File: config.mk
export PLATFORM = sky130hd
export DESIGN_NAME = prime_field_sponge_round
export DESIGN_NICKNAME = d
export VERILOG_FILES = /design/src/pfsr_pkg.sv /design/src/pfsr_mulmod.sv /design/src/prime_field_sponge_round.sv
export SDC_FILE = /design/constraint.sdc
export NUM_CORES = 2
export LEC_CHECK = 0
export CAP_MARGIN = 5
export CELL_PAD_IN_SITES_DETAIL_PLACEMENT = 0
export CELL_PAD_IN_SITES_GLOBAL_PLACEMENT = 2
export CORE_MARGIN = 3
export CORE_UTILIZATION = 35
export CTS_CLUSTER_DIAMETER = 120
export DETAILED_ROUTE_END_ITERATION = 16
export DONT_BUFFER_PORTS = 1
export GPL_ROUTABILITY_DRIVEN = 0
export PLACE_DENSITY = 0.69
export SLEW_MARGIN = 20
export SYNTH_ARGS = -nofsm -noshare
export SYNTH_HDL_FRONTEND = slang
export SYNTH_SLANG_ARGS = --single-unit
File: constraint.sdc
create_clock -name clk_i -period 10.2 [get_ports clk_i]
set_clock_uncertainty 0.15 [all_clocks]
set_input_delay 0.51 -clock clk_i [delete_from_list [all_inputs] [get_ports clk_i]]
set_output_delay 0.51 -clock clk_i [all_outputs]
set_load 0.02 [all_outputs]
File: src/pfsr_pkg.sv
// ----------------------------------------------------------------------------
// pfsr_pkg
// Shared types, constants and field helpers for the prime-field sponge round.
// ----------------------------------------------------------------------------
package pfsr_pkg;

  localparam int unsigned FieldBits = 64;
  localparam int unsigned CntBits   = $clog2(FieldBits);

  typedef logic [FieldBits-1:0] fword_t;

  // register indexes on the configuration port
  localparam logic [2:0] RegPrime = 3'd0;
  localparam logic [2:0] RegFwd   = 3'd1;
  localparam logic [2:0] RegInv   = 3'd2;
  localparam logic [2:0] RegDelta = 3'd3;
  localparam logic [2:0] RegMu    = 3'd4;

  localparam logic [63:0] PrimeRst = 64'hFFFF_FFFF_0000_0001;
  localparam logic [7:0]  FwdRst   = 8'd7;
  localparam logic [63:0] InvRst   = 64'd10540996611094048183;
  localparam logic [63:0] DeltaRst = 64'd386135515175;
  localparam logic [63:0] MuRst    = 64'd384403472705;

  // operand slots: state words, round constants, delta, mu
  localparam logic [2:0] SlotW2    = 3'd2;
  localparam logic [2:0] SlotC0    = 3'd3;
  localparam logic [2:0] SlotDelta = 3'd6;
  localparam logic [2:0] SlotMu    = 3'd7;

  typedef enum logic [3:0] {
    S_IDLE,
    S_RED,
    S_POW_SQ,
    S_POW_MUL,
    S_POW_NEXT,
    S_Q_SQ,
    S_Q_DL,
    S_Q_W2,
    S_MIX,
    S_FIN
  } state_e;

  typedef struct packed {
    logic   start;
    fword_t a;
    fword_t b;
  } mm_req_t;

  typedef struct packed {
    logic   done;
    fword_t res;
  } mm_rsp_t;

  // a + b mod p, both operands below p
  function automatic fword_t add_mod(fword_t a, fword_t b, fword_t p);
    logic [FieldBits:0] s;
    s = {1'b0, a} + {1'b0, b};
    if (s >= {1'b0, p}) begin
      s = s - {1'b0, p};
    end
    return s[FieldBits-1:0];
  endfunction

endpackage

File: src/pfsr_mulmod.sv
// ----------------------------------------------------------------------------
// pfsr_mulmod
// Bit-serial modular multiplier: one double-and-add step per cycle, MSB first.
// ----------------------------------------------------------------------------
module pfsr_mulmod (
  input  logic              clk_i,
  input  logic              rst_ni,
  input  pfsr_pkg::fword_t  p_i,
  input  pfsr_pkg::mm_req_t req_i,
  output pfsr_pkg::mm_rsp_t rsp_o
);

  pfsr_pkg::fword_t r_q, r_d, a_q, b_q;
  logic [pfsr_pkg::CntBits-1:0] cnt_q;
  logic active_q, done_q;
  pfsr_pkg::fword_t dbl;

  always_comb begin
    dbl = pfsr_pkg::add_mod(r_q, r_q, p_i);
    r_d = b_q[pfsr_pkg::FieldBits-1] ? pfsr_pkg::add_mod(dbl, a_q, p_i) : dbl;
  end

  always_ff @(posedge clk_i or negedge rst_ni) begin
    if (!rst_ni) begin
      active_q <= 1'b0;
      done_q   <= 1'b0;
      cnt_q    <= '0;
    end else begin
      done_q <= 1'b0;
      if (req_i.start) begin
        active_q <= 1'b1;
        cnt_q    <= '0;
      end else if (active_q) begin
        cnt_q <= cnt_q + 1'b1;
        if (&cnt_q) begin
          active_q <= 1'b0;
          done_q   <= 1'b1;
        end
      end
    end
  end

  always_ff @(posedge clk_i) begin
    if (req_i.start) begin
      r_q <= '0;
      a_q <= req_i.a;
      b_q <= req_i.b;
    end else if (active_q) begin
      r_q <= r_d;
      b_q <= {b_q[pfsr_pkg::FieldBits-2:0], 1'b0};
    end
  end

  assign rsp_o.done = done_q;
  assign rsp_o.res  = r_q;

endmodule

File: src/prime_field_sponge_round.sv
// ----------------------------------------------------------------------------
// prime_field_sponge_round
// One round of a width-3 prime-field permutation on a shared multiplier.
// ----------------------------------------------------------------------------
// Usage:
//   Raise start_i with the six operand words while busy_o is low; the
//   transaction is taken on that edge and busy_o stays high until the result
//   has been shown. valid_o is high for exactly one cycle with out_zero_o,
//   out_one_o and out_two_o; the receiver takes it then and cannot stall.
//   Write the registers through cfg_we_i/cfg_idx_i/cfg_data_i only while
//   busy_o is low; the block does not enforce this. Unknown indexes are ignored.
// Timing:
//   All work runs on one bit-serial modular multiplier. An item needs 8
//   reductions, two square-and-multiply power maps over 64 exponent bits
//   (64 squarings plus one product per set bit each), 3 products for the
//   quadratic factor and 12 add steps for the mix. A new transaction can be
//   taken in the cycle after the result.
//   With a modulus below two the all-zero result is shown in the cycle
//   right after acceptance.
// Reset:
//   rst_ni returns the block to idle and the registers to their defaults.
// ----------------------------------------------------------------------------
module prime_field_sponge_round (
  input  logic        clk_i,
  input  logic        rst_ni,
  input  logic        cfg_we_i,
  input  logic [2:0]  cfg_idx_i,
  input  logic [63:0] cfg_data_i,
  input  logic        start_i,
  output logic        busy_o,
  input  logic [63:0] word_zero_i,
  input  logic [63:0] word_one_i,
  input  logic [63:0] word_two_i,
  input  logic [63:0] round_const_zero_i,
  input  logic [63:0] round_const_one_i,
  input  logic [63:0] round_const_two_i,
  output logic        valid_o,
  output logic [63:0] out_zero_o,
  output logic [63:0] out_one_o,
  output logic [63:0] out_two_o
);

  pfsr_pkg::fword_t prime_q, inv_q, delta_q, mu_q;
  logic [7:0]       fwd_q;

  pfsr_pkg::state_e state_q, state_d;
  pfsr_pkg::fword_t opnd_q [8];
  pfsr_pkg::fword_t s0_q, s1_q, s2_q, r_q, t_q, u_q, acc_q;
  pfsr_pkg::fword_t out0_q, out1_q, out2_q;
  logic [2:0]       idx_q;
  logic [pfsr_pkg::CntBits-1:0] bit_q;
  logic             sel_q, pend_q;
  logic [1:0]       oi_q, oj_q;

  pfsr_pkg::mm_req_t mreq;
  pfsr_pkg::mm_rsp_t mrsp;
  pfsr_pkg::fword_t  lsum, expo, base, mix_op, mix_sum;
  logic              accept, op_state;

  assign accept = start_i && !busy_o;

  // configuration registers
  always_ff @(posedge clk_i or negedge rst_ni) begin
    if (!rst_ni) begin
      prime_q <= pfsr_pkg::PrimeRst;
      fwd_q   <= pfsr_pkg::FwdRst;
      inv_q   <= pfsr_pkg::InvRst;
      delta_q <= pfsr_pkg::DeltaRst;
      mu_q    <= pfsr_pkg::MuRst;
    end else if (cfg_we_i) begin
      unique case (cfg_idx_i)
        pfsr_pkg::RegPrime: prime_q <= cfg_data_i;
        pfsr_pkg::RegFwd:   fwd_q   <= cfg_data_i[7:0];
        pfsr_pkg::RegInv:   inv_q   <= cfg_data_i;
        pfsr_pkg::RegDelta: delta_q <= cfg_data_i;
        pfsr_pkg::RegMu:    mu_q    <= cfg_data_i;
        default: ;
      endcase
    end
  end

  pfsr_mulmod u_mulmod (
    .clk_i (clk_i),
    .rst_ni(rst_ni),
    .p_i   (prime_q),
    .req_i (mreq),
    .rsp_o (mrsp)
  );

  assign lsum = pfsr_pkg::add_mod(s0_q, s1_q, prime_q);
  assign expo = sel_q ? {56'd0, fwd_q} : inv_q;
  assign base = sel_q ? opnd_q[1] : opnd_q[0];

  // mix: out_i = 2*s_i + s_(i+1) + s_(i+2) + c_i
  always_comb begin
    mix_op = s0_q;
    unique case ({oi_q, oj_q})
      4'b00_00: mix_op = s0_q;
      4'b00_01: mix_op = s1_q;
      4'b00_10: mix_op = s2_q;
      4'b01_00: mix_op = s1_q;
      4'b01_01: mix_op = s2_q;
      4'b01_10: mix_op = s0_q;
      4'b10_00: mix_op = s2_q;
      4'b10_01: mix_op = s0_q;
      4'b10_10: mix_op = s1_q;
      default:  mix_op = opnd_q[pfsr_pkg::SlotC0 + {1'b0, oi_q}];
    endcase
    mix_sum = pfsr_pkg::add_mod((oj_q == 2'd0) ? mix_op : acc_q,
                                (oj_q == 2'd0) ? mix_op : mix_op, prime_q);
    if (oj_q != 2'd0) begin
      mix_sum = pfsr_pkg::add_mod(acc_q, mix_op, prime_q);
    end
  end

  assign op_state = (state_q == pfsr_pkg::S_RED)    || (state_q == pfsr_pkg::S_POW_SQ) ||
                    (state_q == pfsr_pkg::S_POW_MUL) || (state_q == pfsr_pkg::S_Q_SQ)  ||
                    (state_q == pfsr_pkg::S_Q_DL)   || (state_q == pfsr_pkg::S_Q_W2);

  always_comb begin
    mreq.start = op_state && !pend_q;
    mreq.a     = r_q;
    mreq.b     = r_q;
    unique case (state_q)
      pfsr_pkg::S_RED: begin
        mreq.a = pfsr_pkg::fword_t'(1);
        mreq.b = opnd_q[idx_q];
      end
      pfsr_pkg::S_POW_MUL: mreq.b = base;
      pfsr_pkg::S_Q_SQ: begin
        mreq.a = lsum;
        mreq.b = lsum;
      end
      pfsr_pkg::S_Q_DL: begin
        mreq.a = opnd_q[pfsr_pkg::SlotDelta];
        mreq.b = lsum;
      end
      pfsr_pkg::S_Q_W2: begin
        mreq.a = pfsr_pkg::add_mod(t_q, u_q, prime_q);
        mreq.b = opnd_q[pfsr_pkg::SlotW2];
      end
      default: ;
    endcase
  end

  always_comb begin
    state_d = state_q;
    unique case (state_q)
      pfsr_pkg::S_IDLE:
        if (accept) begin
          state_d = (prime_q < 64'd2) ? pfsr_pkg::S_FIN : pfsr_pkg::S_RED;
        end
      pfsr_pkg::S_RED:
        if (mrsp.done && idx_q == 3'd7) state_d = pfsr_pkg::S_POW_SQ;
      pfsr_pkg::S_POW_SQ:
        if (mrsp.done) begin
          state_d = expo[bit_q] ? pfsr_pkg::S_POW_MUL : pfsr_pkg::S_POW_NEXT;
        end
      pfsr_pkg::S_POW_MUL:
        if (mrsp.done) state_d = pfsr_pkg::S_POW_NEXT;
      pfsr_pkg::S_POW_NEXT:
        if (bit_q == '0 && sel_q) state_d = pfsr_pkg::S_Q_SQ;
        else                      state_d = pfsr_pkg::S_POW_SQ;
      pfsr_pkg::S_Q_SQ:
        if (mrsp.done) state_d = pfsr_pkg::S_Q_DL;
      pfsr_pkg::S_Q_DL:
        if (mrsp.done) state_d = pfsr_pkg::S_Q_W2;
      pfsr_pkg::S_Q_W2:
        if (mrsp.done) state_d = pfsr_pkg::S_MIX;
      pfsr_pkg::S_MIX:
        if (oi_q == 2'd2 && oj_q == 2'd3) state_d = pfsr_pkg::S_FIN;
      pfsr_pkg::S_FIN:
        state_d = pfsr_pkg::S_IDLE;
      default: state_d = pfsr_pkg::S_IDLE;
    endcase
  end

  always_ff @(posedge clk_i or negedge rst_ni) begin
    if (!rst_ni) begin
      state_q <= pfsr_pkg::S_IDLE;
      pend_q  <= 1'b0;
    end else begin
      state_q <= state_d;
      if (mreq.start)     pend_q <= 1'b1;
      else if (mrsp.done) pend_q <= 1'b0;
    end
  end

  // datapath
  always_ff @(posedge clk_i) begin
    unique case (state_q)
      pfsr_pkg::S_IDLE:
        if (accept) begin
          opnd_q[0] <= word_zero_i;
          opnd_q[1] <= word_one_i;
          opnd_q[2] <= word_two_i;
          opnd_q[3] <= round_const_zero_i;
          opnd_q[4] <= round_const_one_i;
          opnd_q[5] <= round_const_two_i;
          opnd_q[6] <= delta_q;
          opnd_q[7] <= mu_q;
          idx_q     <= '0;
          out0_q    <= '0;
          out1_q    <= '0;
          out2_q    <= '0;
        end
      pfsr_pkg::S_RED:
        if (mrsp.done) begin
          opnd_q[idx_q] <= mrsp.res;
          idx_q         <= idx_q + 1'b1;
          r_q           <= pfsr_pkg::fword_t'(1);
          bit_q         <= '1;
          sel_q         <= 1'b0;
        end
      pfsr_pkg::S_POW_SQ, pfsr_pkg::S_POW_MUL:
        if (mrsp.done) r_q <= mrsp.res;
      pfsr_pkg::S_POW_NEXT:
        if (bit_q == '0) begin
          if (sel_q) s1_q <= r_q;
          else       s0_q <= r_q;
          sel_q <= 1'b1;
          r_q   <= pfsr_pkg::fword_t'(1);
          bit_q <= '1;
        end else begin
          bit_q <= bit_q - 1'b1;
        end
      pfsr_pkg::S_Q_SQ:
        if (mrsp.done) t_q <= mrsp.res;
      pfsr_pkg::S_Q_DL:
        if (mrsp.done) u_q <= pfsr_pkg::add_mod(mrsp.res, opnd_q[pfsr_pkg::SlotMu], prime_q);
      pfsr_pkg::S_Q_W2:
        if (mrsp.done) begin
          s2_q <= mrsp.res;
          oi_q <= '0;
          oj_q <= '0;
        end
      pfsr_pkg::S_MIX: begin
        acc_q <= mix_sum;
        if (oj_q == 2'd3) begin
          unique case (oi_q)
            2'd0:    out0_q <= mix_sum;
            2'd1:    out1_q <= mix_sum;
            default: out2_q <= mix_sum;
          endcase
          oi_q <= oi_q + 1'b1;
          oj_q <= '0;
        end else begin
          oj_q <= oj_q + 1'b1;
        end
      end
      default: ;
    endcase
  end

  assign busy_o     = (state_q != pfsr_pkg::S_IDLE);
  assign valid_o    = (state_q == pfsr_pkg::S_FIN);
  assign out_zero_o = out0_q;
  assign out_one_o  = out1_q;
  assign out_two_o  = out2_q;

endmodule

==> qor.csv <==
metric,value,unit
status,"finished, violations left",
Worst EP arrival,10.50,ns
Synth top area share,30.6,%
Avg WL per Cell,35.5,um
max reg flops,512,
"area leader, netlist",edfxtp_1,
share of layout cells above drive strength 1,23.7,%
pin count of the biggest net entering global routing,278,
P&R area growth vs syn,21.8,%
Crit path largest cell delay,0.73,ns
clk slew on worst S/H paths,0.07,ns
CP required,10.76,ns
Fin Hold WS,-0.00986,ns
Hold Crit Class,input port to async pin,
Seq cells post-synth,1638,
synth cell count leaders,"edfxtp_1 (1,294), a21oi_1 (1,169), nand2_1 (1,059), mux2_2 (899), o21ai_0 (856)",
Die Ht,608,um
setup tns final,0,ns
clk sinks,1638,
Post-Syn Instances,12800,
drt pass-1 iters,10,
Final nets,15500,
first-pass GRT wire length,927000,um
post-layout util,42.9,%
clk buf depth,4,
Tcrit/Tclk final,97.4,%
CTS Root Cell,clkbuf_16,
Port Buffers,0,
die area,0.370,mm^2
Post-Syn Area,0.127,mm^2
top-count cell post-synth,edfxtp_1,
I/O Pins,649,
Area contributors post-synth,"edfxtp_1 (31%), ha_1 (8.3%), mux2_2 (8.0%)",
Initial Utilization,35.2,%
row cnt,220,
final count of hold timing violations,4,
DP HPWL,539000,um
mean area per synthesized cell,9.95,um^2
final-layout fill cell count,34400,
Post-Route WL,681000,um
Fmax,101,MHz
cts bufs inserted,192,
"EDFF count, synth",1294,
CTS H-tree depth,4,
CTS tree,yes,
cell at the slowest stage of the critical path,nor4_4,
Slew Limit Fails,0,
largest fanout on the critical path,18,
final setup vio count,0,
drt drc,0,
initial antenna violation count,157,
CP Launch Type,flip-flop,
synth unique cells,101,
max-cap violation count,0,
Top reg by flops,opnd_q,
area occupied by multi-input gates,0.0760,mm^2
Yosys warnings,0,
slew margin rel.,7.16,%
Slew @ Worst Pin,1.39,ns
main flop type after synthesis,edfxtp_1,
Die X,608,um
worst setup path category,flip-flop to flip-flop,
ys async rst share,16.9,%
vias in the first global route,119000,
GRT Total Usage,35.3,%
crit-path most repeated cell,buf_4,
DR vias,123000,
Vias/cell,6.43,
Routed Antenna Nets,0,
clock latency on the worst-skew pair,0.97,ns
RSZ-0062 raised after global routing,no,
"Seq/Total Area, Yosys",37.3,%
GR Overflow Total,0,
minimum clock period,9.93,ns
Worst Setup End Kind,flip-flop,
starting DRC count in detailed routing,18300,
worst path buffer plus inverter count,9,
area taken by flip-flops and latches,0.0473,mm^2
core area,0.360,mm^2
failing checks,hold timing,
"CP delay by family, top",compound AO/OA/AOI/OAI gates,
Syn Nets,14100,
## path summary, 6_finish.rpt
check                                from  cells after the start  slack (ns)           endpoint
min in group clk_i         cfg_data_i[14]                      2        0.02        prime_q[14]
min reg2reg                      mu_q[57]                      1        0.35           mu_q[57]
min                                rst_ni                      2       -0.01        delta_q[62]
max                               oi_q[0]                     38        0.27      out_zero_o[1]
max reg2reg                       oi_q[0]                     38        0.27      out_zero_o[1]
max in group asynchronous          rst_ni                      4        8.06  u_mulmod.cnt_q[5]
## metal layers
metal | vias to the layer above | wire length [um] | global-route usage, %
met1 | 61300 | 260000 | 45.4
li1 | 51700 | - | -
met5 | - | 384 | 0
met2 | 8745 | 293000 | 53.8
met4 | 54 | 43500 | 18.5
met3 | 1733 | 84500 | 9.74
## placed cells by master (no fill, tap or decap), types with 457 or more instances in the layout
cell type,synthesis,layout
mux2_2,899,899
nor2_1,738,724
dlygate4sd3_1,0,457
buf_4,7,1532
edfxtp_1,1294,1294
o21ai_0,856,833
xnor2_1,473,472
a21oi_1,1169,1163
nand2_1,1059,1047
ha_1,843,840
## what timing repair did
action                                  4_1_cts  5_1_grt
pin swaps                                     1       14
gates resized for setup                      13       56
hold buffers                                456        2
gates cloned                                  0        0
setup buffers                                 0        6
endpoints found under the setup margin      254      305
hold endpoints to repair                    901        2
## kinds of logic (layout without fill, tap and decap cells)
| group | count (synthesis) | count (layout) | synth area share (%) |
|---|---|---|---|
| buffers and inverters | 1125 | 2701 | 3.42 |
| xor gates and xnor gates | 770 | 770 | 5.32 |
| adders and majority gates | 856 | 856 | 8.52 |
| and+or+nand+nor | 3076 | 3076 | 11.4 |
| DFF | 1638 | 1638 | 37.3 |
| AOI/OAI and AO/OA | 3957 | 3957 | 20.0 |
| other | 0 | 98 | 0 |
| muxes | 1329 | 1329 | 14.1 |
## through the flow
step	worst slack, ns	cell area, um^2	cells
2_1_floorplan	0.423	127000	12800
3_3_place_gp	-0.354	142000	18300
3_5_place_dp	-0.389	143000	18300
4_1_cts	0.0201	154000	19100
5_1_grt	0.0214	154000	19200
6_report	0.265	154000	19200
## final cells by class
| type | count | area share, % |
|---|---|---|
| repair buffers | 2044 | 11.1 |
| clock buffers | 227 | 3.36 |
| well taps | 4773 | 3.87 |
| diodes | 98 | 0.159 |
| inverters | 305 | 0.746 |
| clock inverters | 125 | 0.985 |
| multi-input cells | 9988 | 49.2 |
| flip-flops and latches | 1638 | 30.6 |
Power is left out: the tool's default activity adds up to more than one toggle a clock period on the data nets, which glitch-free logic cannot reach.
